[src/hdl/utl_pkg.sv]
// Shared types, byte codes and the Cyrillic-to-CP866 mapping for the text layout block.
package utl_pkg;

	localparam logic [1:0] LEAD_NONE = 2'd0;
	localparam logic [1:0] LEAD_D0   = 2'd1;
	localparam logic [1:0] LEAD_D1   = 2'd2;

	localparam logic [7:0] BYTE_NUL  = 8'h00;
	localparam logic [7:0] BYTE_TAB  = 8'h09;
	localparam logic [7:0] BYTE_LF   = 8'h0A;
	localparam logic [7:0] BYTE_D0   = 8'hD0;
	localparam logic [7:0] BYTE_D1   = 8'hD1;
	localparam logic [7:0] CODE_QMARK = 8'h3F;

	typedef struct packed {
		logic [15:0] cursor_x;
		logic [15:0] cursor_y;
		logic [15:0] line_start_x;
		logic [1:0]  lead;
	} cursor_t;

	typedef struct packed {
		logic [7:0]  byte_value;
		logic        first;
		logic        last;
		logic [15:0] origin_x;
		logic [15:0] origin_y;
	} item_t;

	typedef struct packed {
		logic [15:0] x;
		logic [15:0] y;
		logic [7:0]  code;
	} draw_t;

	// CP866 code for the second byte of a two-byte sequence.
	function automatic logic [7:0] map_pair(input logic [1:0] lead, input logic [7:0] b);
		logic [7:0] code;
		code = CODE_QMARK;
		case (lead)
			LEAD_D0: begin
				if (b == 8'h81)
					code = 8'hF0;
				else if (b inside {[8'h90:8'hBF]})
					code = b - 8'h10;
			end
			LEAD_D1: begin
				if (b == 8'h91)
					code = 8'hF1;
				else if (b inside {[8'h80:8'h8F]})
					code = b + 8'h60;
			end
			default: code = CODE_QMARK;
		endcase
		return code;
	endfunction

endpackage

[src/hdl/utl_decode.sv]
// Combinational byte decode: next cursor state and optional draw command.
module utl_decode #(
	parameter int GLYPH_WIDTH  = 8,
	parameter int GLYPH_HEIGHT = 16
) (
	input  utl_pkg::cursor_t cur,
	input  utl_pkg::item_t   item,
	output utl_pkg::cursor_t nxt,
	output logic             emit,
	output utl_pkg::draw_t   draw
);

	localparam logic [15:0] STEP_X = 16'(GLYPH_WIDTH);
	localparam logic [15:0] STEP_Y = 16'(GLYPH_HEIGHT);
	localparam logic [15:0] TAB_X  = 16'(4 * GLYPH_WIDTH);

	utl_pkg::cursor_t base;
	logic [7:0]       b;

	always_comb begin
		base = cur;
		if (item.first) begin
			base.cursor_x     = item.origin_x;
			base.cursor_y     = item.origin_y;
			base.line_start_x = item.origin_x;
			base.lead         = utl_pkg::LEAD_NONE;
		end
		b = item.byte_value;

		nxt       = base;
		emit      = 1'b0;
		draw.x    = base.cursor_x;
		draw.y    = base.cursor_y;
		draw.code = b;

		if (base.lead != utl_pkg::LEAD_NONE) begin
			// second byte of a pair: any nonzero value draws
			nxt.lead = utl_pkg::LEAD_NONE;
			if (b != utl_pkg::BYTE_NUL) begin
				emit         = 1'b1;
				draw.code    = utl_pkg::map_pair(base.lead, b);
				nxt.cursor_x = base.cursor_x + STEP_X;
			end
		end else if (b == utl_pkg::BYTE_NUL) begin
			nxt = base;
		end else if (b == utl_pkg::BYTE_LF) begin
			nxt.cursor_x = base.line_start_x;
			nxt.cursor_y = base.cursor_y + STEP_Y;
		end else if (b == utl_pkg::BYTE_TAB) begin
			nxt.cursor_x = base.cursor_x + TAB_X;
		end else if (!b[7]) begin
			emit         = 1'b1;
			nxt.cursor_x = base.cursor_x + STEP_X;
		end else if ((b == utl_pkg::BYTE_D0 || b == utl_pkg::BYTE_D1) && !item.last) begin
			nxt.lead = (b == utl_pkg::BYTE_D0) ? utl_pkg::LEAD_D0 : utl_pkg::LEAD_D1;
		end
	end

endmodule

[src/hdl/utf8_cyrillic_text_layout.sv]
// Top level: input register, cursor state, byte decode and draw command register.
//
// Takes one UTF-8 byte per clock while in_stall is low, and produces zero or one glyph
// draw command per byte. A byte is registered on acceptance and decoded in the following
// cycle against the cursor registers; its draw command (if any) is loaded into the output
// register when the byte advances, which a held output can delay. Throughput is one byte
// every cycle while in_stall is low, set by the update of the cursor and pending lead
// registers directly through the decode logic. Bytes that draw nothing (zero, newline, tab,
// lead bytes, skipped high bytes) never wait on out_stall; a drawing byte waits only while
// a previous command is still held on the output.
module utf8_cyrillic_text_layout #(
	parameter int GLYPH_WIDTH  = 8,
	parameter int GLYPH_HEIGHT = 16
) (
	input  logic               clk,
	input  logic               arst_n,
	input  logic               in_valid,
	output logic               in_stall,
	input  logic [7:0]         byte_value,
	input  logic               first,
	input  logic               last,
	input  logic signed [15:0] origin_x,
	input  logic signed [15:0] origin_y,
	output logic               out_valid,
	input  logic               out_stall,
	output logic signed [15:0] draw_x,
	output logic signed [15:0] draw_y,
	output logic [7:0]         glyph_code
);

	logic             valid_s1;
	utl_pkg::item_t   item_s1;
	utl_pkg::cursor_t cur_q;
	utl_pkg::cursor_t cur_nxt;
	logic             emit;
	utl_pkg::draw_t   draw_nxt;
	logic             out_valid_q;
	utl_pkg::draw_t   draw_q;
	logic             adv;

	utl_decode #(
		.GLYPH_WIDTH (GLYPH_WIDTH),
		.GLYPH_HEIGHT(GLYPH_HEIGHT)
	) u_decode (
		.cur (cur_q),
		.item(item_s1),
		.nxt (cur_nxt),
		.emit(emit),
		.draw(draw_nxt)
	);

	// advance the held byte unless it draws and the output is still occupied
	assign adv      = valid_s1 && (!emit || !out_valid_q || !out_stall);
	assign in_stall = valid_s1 && !adv;

	always_ff @(posedge clk or negedge arst_n) begin
		if (!arst_n) begin
			valid_s1 <= 1'b0;
		end else if (!in_stall) begin
			valid_s1 <= in_valid;
		end
	end

	always_ff @(posedge clk) begin
		if (!in_stall && in_valid) begin
			item_s1.byte_value <= byte_value;
			item_s1.first      <= first;
			item_s1.last       <= last;
			item_s1.origin_x   <= origin_x;
			item_s1.origin_y   <= origin_y;
		end
	end

	always_ff @(posedge clk or negedge arst_n) begin
		if (!arst_n) begin
			cur_q.cursor_x     <= '0;
			cur_q.cursor_y     <= '0;
			cur_q.line_start_x <= '0;
			cur_q.lead         <= utl_pkg::LEAD_NONE;
		end else if (adv) begin
			cur_q <= cur_nxt;
		end
	end

	always_ff @(posedge clk or negedge arst_n) begin
		if (!arst_n) begin
			out_valid_q <= 1'b0;
		end else if (adv && emit) begin
			out_valid_q <= 1'b1;
		end else if (!out_stall) begin
			out_valid_q <= 1'b0;
		end
	end

	always_ff @(posedge clk) begin
		if (adv && emit) begin
			draw_q <= draw_nxt;
		end
	end

	assign out_valid  = out_valid_q;
	assign draw_x     = draw_q.x;
	assign draw_y     = draw_q.y;
	assign glyph_code = draw_q.code;

	a_hold_s1: assert property (@(posedge clk) disable iff (!arst_n)
		in_stall |=> valid_s1 && $stable(item_s1))
		else $error("held byte changed while stalled");

	a_emit_out: assert property (@(posedge clk) disable iff (!arst_n)
		adv && emit |=> out_valid)
		else $error("draw transaction lost");

	a_last_no_lead: assert property (@(posedge clk) disable iff (!arst_n)
		adv && item_s1.last |=> cur_q.lead == utl_pkg::LEAD_NONE)
		else $error("lead held after last byte");

endmodule
[config.mk]
export PLATFORM = sky130hd
export DESIGN_NAME = utf8_cyrillic_text_layout
export DESIGN_NICKNAME = d
export VERILOG_FILES = /design/src/hdl/utl_pkg.sv /design/src/hdl/utl_decode.sv /design/src/hdl/utf8_cyrillic_text_layout.sv
export SDC_FILE = /design/constraint.sdc
export NUM_CORES = 1
export LEC_CHECK = 0
export BUFFER_PORTS_ARGS = -buffer_cell sky130_fd_sc_hd__buf_2
export CAP_MARGIN = 25
export CELL_PAD_IN_SITES_DETAIL_PLACEMENT = 0
export CELL_PAD_IN_SITES_GLOBAL_PLACEMENT = 1
export CORE_MARGIN = 1
export CORE_UTILIZATION = 43
export CTS_BUF_LIST = sky130_fd_sc_hd__clkbuf_2 sky130_fd_sc_hd__clkbuf_4 sky130_fd_sc_hd__clkbuf_8
export CTS_CLUSTER_SIZE = 16
export DETAILED_ROUTE_END_ITERATION = 7
export GPL_ROUTABILITY_DRIVEN = 0
export HOLD_SLACK_MARGIN = 0.03
export PLACE_DENSITY = 0.74
export REMOVE_ABC_BUFFERS = 1
export SETUP_SLACK_MARGIN = 0.3
export SYNTH_ARGS = -nofsm -noshare
export SYNTH_HDL_FRONTEND = slang
export SYNTH_SLANG_ARGS = --single-unit
[constraint.sdc]
create_clock -name clk -period 4.26 [get_ports clk]
set_input_delay 0.852 -clock clk [delete_from_list [all_inputs] [get_ports clk]]
set_output_delay 0.852 -clock clk [all_outputs]
set_load 0.02 [all_outputs]
**Word level (Yosys, flattened, before mapping)**

Index checks and enable logic that the tools add are counted.

- Add/subtract/negate cells: 5
- Magnitude comparators: 4
- Equality and inequality tests: 9
- Multiplexer cells: 31
- Reductions and logical operators: 19

Operators by type and width:

| kind | count |
|---|---|
| $mux W16 | 6 |
| $mux W32 | 2 |
| $mux W50 | 1 |
| $mux W8 | 6 |
| $eq A8 B8 Y1 const B | 4 |
| $add A16 B4 Y16 const B | 1 |
| $add A16 B5 Y16 const B | 1 |
| $add A16 B6 Y16 const B | 1 |
| $eq A8 B4 Y1 const B | 2 |
| $ge A8 B8 Y1 const B | 2 |
| $le A8 B8 Y1 const B | 2 |
| $pmux W8 S2 | 1 |
| $mux W2 | 7 |
| $add A8 B7 Y8 const B | 1 |
| $logic_not A8 Y1 | 1 |
| $mux W1 | 8 |
| $reduce_bool A8 Y1 | 1 |
| $sub A8 B5 Y8 const B | 1 |
| $logic_and A1 B1 Y1 | 7 |
| $logic_not A1 Y1 | 6 |
| $logic_or A1 B1 Y1 | 3 |
| $eq A2 B1 Y1 const B | 1 |
| $eq A2 B2 Y1 const B | 1 |
| $ne A2 B1 Y1 const B | 1 |
| $reduce_bool A2 Y1 | 1 |

- Flip-flop bits (word level): 134
- Logic and storage cells: 82

**Depth between registers and ports, before layout**

- Word-level depth: 13
- Depth in mapped cells: 16
- Depth with buffers taken out: 9

**Modules after synthesis**

A second synthesis with hierarchy kept.

- Cells, all modules: 745
- Area total of the unflattened synthesis: 7993.9 µm²

Modules (own cells, without submodules):

| module | times used | cells each | area each (µm²) | sequential area each (µm²) |
|---|---|---|---|---|
| utf8_cyrillic_text_layout | 1 | 378 | 5505.3 | 3763.6 |
| utl_decode | 1 | 367 | 2488.6 | 0.0 |

**Least setup slack after synthesis**

Ideal clock, no wire load.

- Path kind: flip-flop to flip-flop
- Start point: register item_s1[33] (netlist name)
- End point: register draw_q, in the netlist draw_x[0] (enable)
- Library setup time: 0.438 ns
- Data arrival time: 3.895 ns
- Required time: 3.822 ns
- Path slack: -0.072 ns
- Stages on the path, launching flop included: 13
- Path buffers: 5
- Period minus slack after synthesis: 4.332 ns
- Path through: edfxtp_1 buf_4 buf_4 buf_2 buf_2 inv_1 nand2_1 ha_1 inv_1 o21ai_2 o21ai_2 clkbuf_1 nor2_1

- Longest elaborated chain between the ends: 8

Ends and longest elaborated chain:

| element | RTL line | RTL |
|---|---|---|
| from (decl) | utf8_cyrillic_text_layout.sv:32 | `utl_pkg::item_t item_s1;` |
| $mux W50 * | utl_decode.sv:22 | `if (item.first) begin` |
| $reduce_bool A2 Y1 * | utl_decode.sv:36 | `if (base.lead != utl_pkg::LEAD_NONE) begin` |
| $mux W1 * | utl_decode.sv:36 |  |
| $logic_not A1 Y1 | utf8_cyrillic_text_layout.sv:53 | `assign adv = valid_s1 && (!emit \|\| !out_valid_q \|\| !out_stall);` |
| $logic_or A1 B1 Y1 (2 in series) | utf8_cyrillic_text_layout.sv:53 |  |
| $logic_and A1 B1 Y1 | utf8_cyrillic_text_layout.sv:53 |  |
| $logic_and A1 B1 Y1 * | utf8_cyrillic_text_layout.sv:96 | `if (adv && emit) begin` |
| to (signal assigned) | utf8_cyrillic_text_layout.sv:97 | `draw_q <= draw_nxt;` |
| to (decl) | utf8_cyrillic_text_layout.sv:38 | `utl_pkg::draw_t draw_q;` |

Every way passes the cells marked *; elsewhere a longest branch is shown, timed or not.
A chain may end at the register's enable or synchronous reset.

**Worst setup path in the final report**

- Start point: register item_s1[33] (netlist name)
- End point: output in_stall

- Longest elaborated chain between the ends: 9

Ends and longest elaborated chain:

| element | RTL line | RTL |
|---|---|---|
| $mux W50 | utl_decode.sv:22 |  |
| $reduce_bool A2 Y1 | utl_decode.sv:36 |  |
| $mux W1 | utl_decode.sv:36 |  |
| $logic_not A1 Y1 | utf8_cyrillic_text_layout.sv:53 |  |
| $logic_or A1 B1 Y1 (2 in series) | utf8_cyrillic_text_layout.sv:53 |  |
| $logic_and A1 B1 Y1 | utf8_cyrillic_text_layout.sv:53 |  |
| $logic_not A1 Y1 | utf8_cyrillic_text_layout.sv:54 | `assign in_stall = valid_s1 && !adv;` |
| $logic_and A1 B1 Y1 | utf8_cyrillic_text_layout.sv:54 |  |
| to (decl) | utf8_cyrillic_text_layout.sv:18 | `output logic in_stall,` |

No other way between the ends.

==> flow_summary_export.csv <==
group,metric,value,unit
clocking,cts_setup_buffers,0,
synth,yosysTopAreaCell,"edfxtp_1",
clocking,cts_sinks,134,
worst_setup_path,path_cells,"inv_1 > nand2_1 > ha_1 > inv_1 > nor2_1 > nor2_1 > nand4_1 > inv_1 > buf_2",
run,cap_viol_max_count,0,
placed_design,placed_cell_area,7500,sq um
clocking,post_cts_resized,0,
worst_setup_path,ff2ff_path_depth,9,
synth,yosysSeqAreaShare,54.8,%
sta,finalHoldViolCount,0,
cells_and_area,final_cell_mix,"buf_2, edfxtp_1, nand2_1",
global_routing,use_met3,3.83,%
synth,synth.distinct_cells,73,
drt,drtIter0Drc,423,
global_routing,grt_max_degree,66,
worst_setup_path,r2r_start,"item_s1[33]",
die,die_area,16500,sq um
placed_design,port_buffers,87,
global_routing,use_met1,30.5,%
worst_setup_path,cpMostUsedCell,"inv_1",
drt,drt-vias-per-instance,5.58,
die,core-area,15400,sq um
global_routing,antenna_found_initial,0,
worst_setup_path,start_kind,"register",
sta,drv_slew,0,
sta,post-route-period-util,87.1,%
drt,post_drt_wl_per_cell,18.9,um
power,peakVddDrop,0.000188,V
sta,fin_crit,3.71,ns
die,rows,45,
worst_setup_path,cp_slowest_cell,"inv_1",
cells_and_area,area_growth,14.3,%
global_routing,grt_most_used_layer,"met2",
sta,rsz0062_at_grt,"no",
power,p_per_area,401,nW/um^2
worst_setup_path,cp_max_fo,14,
worst_setup_path,crit_buf_inv,4,
worst_setup_path,rrSetupSlack,0.91,ns
synth,syn_area,6860,sq um
worst_setup_path,cp_top_family,"buffers and inverters",
drt,vias,5061,
die,die_h,128,um
worst_setup_path,crit_required,3.41,ns
clocking,postCtsHoldBufs,0,
worst_setup_path,crit_path_end_kind,"output pin",
die,pin_count,88,
clocking,cts_buffers,17,
clocking,root_buffer,"clkbuf_8",
drt,routed_wirelength,17.1,mm
synth,synth_seq_cells,134,
worst_setup_path,rr_endpoint,"item_s1[8]",
global_routing,first_global_vias,5076,
clocking,cts_tree,"built",
synth,synth_ff_type,"edfxtp_1",
synth,netlist.area_leader.share,35.9,%
clocking,cts_buffer_depth,2,
drt,drcViolationCount,0,
global_routing,groute.usage.overall,22.0,%
worst_setup_path,worstPathArrival,2.86,ns
worst_setup_path,max_stage_delay,0.54,ns
cells_and_area,diodes,0,
synth,synth-edff-count,82,
global_routing,grt_remaining_overflow,0,
cells_and_area,nets,740,
clocking,clk_pin_slew,0.08,ns
sta,maxSlewHeadroom,42.0,%
cells_and_area,final_util,51.0,%
die,initial_core_util,44.7,%
status,outcome,"finished, final reports clean",
die,die_w,128,um
clocking,h-tree-depth,4,
synth,synthCells,596,
power,leakage,3.22,nW
sta,tightest_slew,0.870,ns
sta,clock_skew,0.0159,ns
cells_and_area,drive_above_1_share,26.9,%
worst_setup_path,critical_path_class,"reg -> out",
clocking,clock_latency,0.45,ns
synth,avgSynthCellArea,11.5,sq um
sta,fmax,269,MHz
placed_design,dp_hpwl,11.8,mm
drt,first_pass_iters,7,
cells_and_area,stdcell_area,7850,sq um
global_routing,grt_pass1_wl,27.1,mm
hold_path,min_path_type,"in -> async",
drt,antenna_left,0,
synth,synthArstFlopShare,38.8,%
synth,synth_area_leaders,"edfxtp_1, dfrtp_1, mux2_2, nand2_1, mux2i_1",
synth,yosys_warnings,0,
global_routing,grt_util_met2,33.6,%
sta,setup_viol,0,
cells_and_area,layout_commonest_cell,"buf_2",
-- per-stage QoR --
step | worst slack (ns) | setup TNS (ns) | hold slack (ns) | instances | total power, W
floorplan | -1.35 | -69.56 | 0.431 | 569 | 0.00204
global placement | 1.05 | 0 | 0.443 | 875 | 0.00222
detailed placement | 0.864 | 0 | 0.454 | 875 | 0.00223
CTS | 0.509 | 0 | 0.360 | 907 | 0.00317
global route | 0.306 | 0 | 0.386 | 907 | 0.00330
finish | 0.549 | 0 | 0.361 | 907 | 0.00315
-- layout make-up --
class                   instances  area, sq um
clock inverters                 9         56.3
repair buffers                 95          495
flip-flops and latches        134         3760
multi-input cells             412         2890
inverters                      23         86.3
fillers                      1414         7520
well taps                     211          264
clock buffers                  23          292
-- cell usage after synthesis (all sizes together) (3+ instances only) --
| master | count |
|---|---|
| a211oi | 3 |
| a21oi | 26 |
| a221oi | 10 |
| a22oi | 4 |
| a31oi | 4 |
| and2 | 7 |
| and3 | 13 |
| buf | 18 |
| clkbuf | 9 |
| dfrtp | 52 |
| edfxtp | 82 |
| ha | 11 |
| inv | 23 |
| mux2 | 40 |
| mux2i | 23 |
| nand2 | 77 |
| nand2b | 4 |
| nand3 | 15 |
| nand3b | 7 |
| nand4 | 4 |
| nor2 | 31 |
| nor2b | 7 |
| nor4b | 3 |
| o211ai | 4 |
| o21ai | 40 |
| o221a | 3 |
| o22ai | 10 |
| o31ai | 3 |
| o32a | 4 |
| xnor2 | 18 |
| xor2 | 9 |
-- routing by layer --
metal | up-vias | part of all wire [%] | routed length (um)
li1 | 2375 | - | -
met1 | 2457 | 46 | 7920
met2 | 197 | 46 | 7850
met3 | 32 | 5.2 | 899
met4 | 0 | 2.7 | 458
met5 | - | 0 | 0
-- flip-flops by register name, summed over array words and instances (netlist names) --
name and cells:
cur_q 50, item_s1 42, draw_x 16, draw_y 16, glyph_code 8, out_valid 1, valid_s1 1
-- where the power goes --
part | switching [W] | total (W) | internal (W)
logic | 0.000325 | 0.000557 | 0.000232
clock network | 0.000483 | 0.000937 | 0.000453
registers | 0.000107 | 0.00166 | 0.00155
-- logic make-up (layout without fill, tap and decap cells) --
group	Yosys count	count (layout)	synth area share, %
flip-flops	134	134	54.8
AO/OA/AOI/OAI	131	131	12.8
multiplexers	63	63	9.97
AND/OR/NAND/NOR	180	180	13.6
XOR/XNOR	27	27	3.45
buffers and inverters	50	150	3.32
adder cells (fa/ha/maj)	11	11	2.01
-- worst max path at each step --
stage | from | endpoint | slack, ns | depth (start not counted)
3_5_place_dp | item_s1[33] | item_s1[8] | 0.86 | 9
2_1_floorplan | item_s1[33] | draw_x[0] | -1.35 | 7
6_report | item_s1[33] | in_stall | 0.55 | 9
5_1_grt | item_s1[33] | in_stall | 0.31 | 9
4_1_cts | item_s1[33] | in_stall | 0.51 | 9
3_3_place_gp | item_s1[33] | item_s1[5] | 1.05 | 9
No activity file was read; power rests on OpenSTA's default activity.
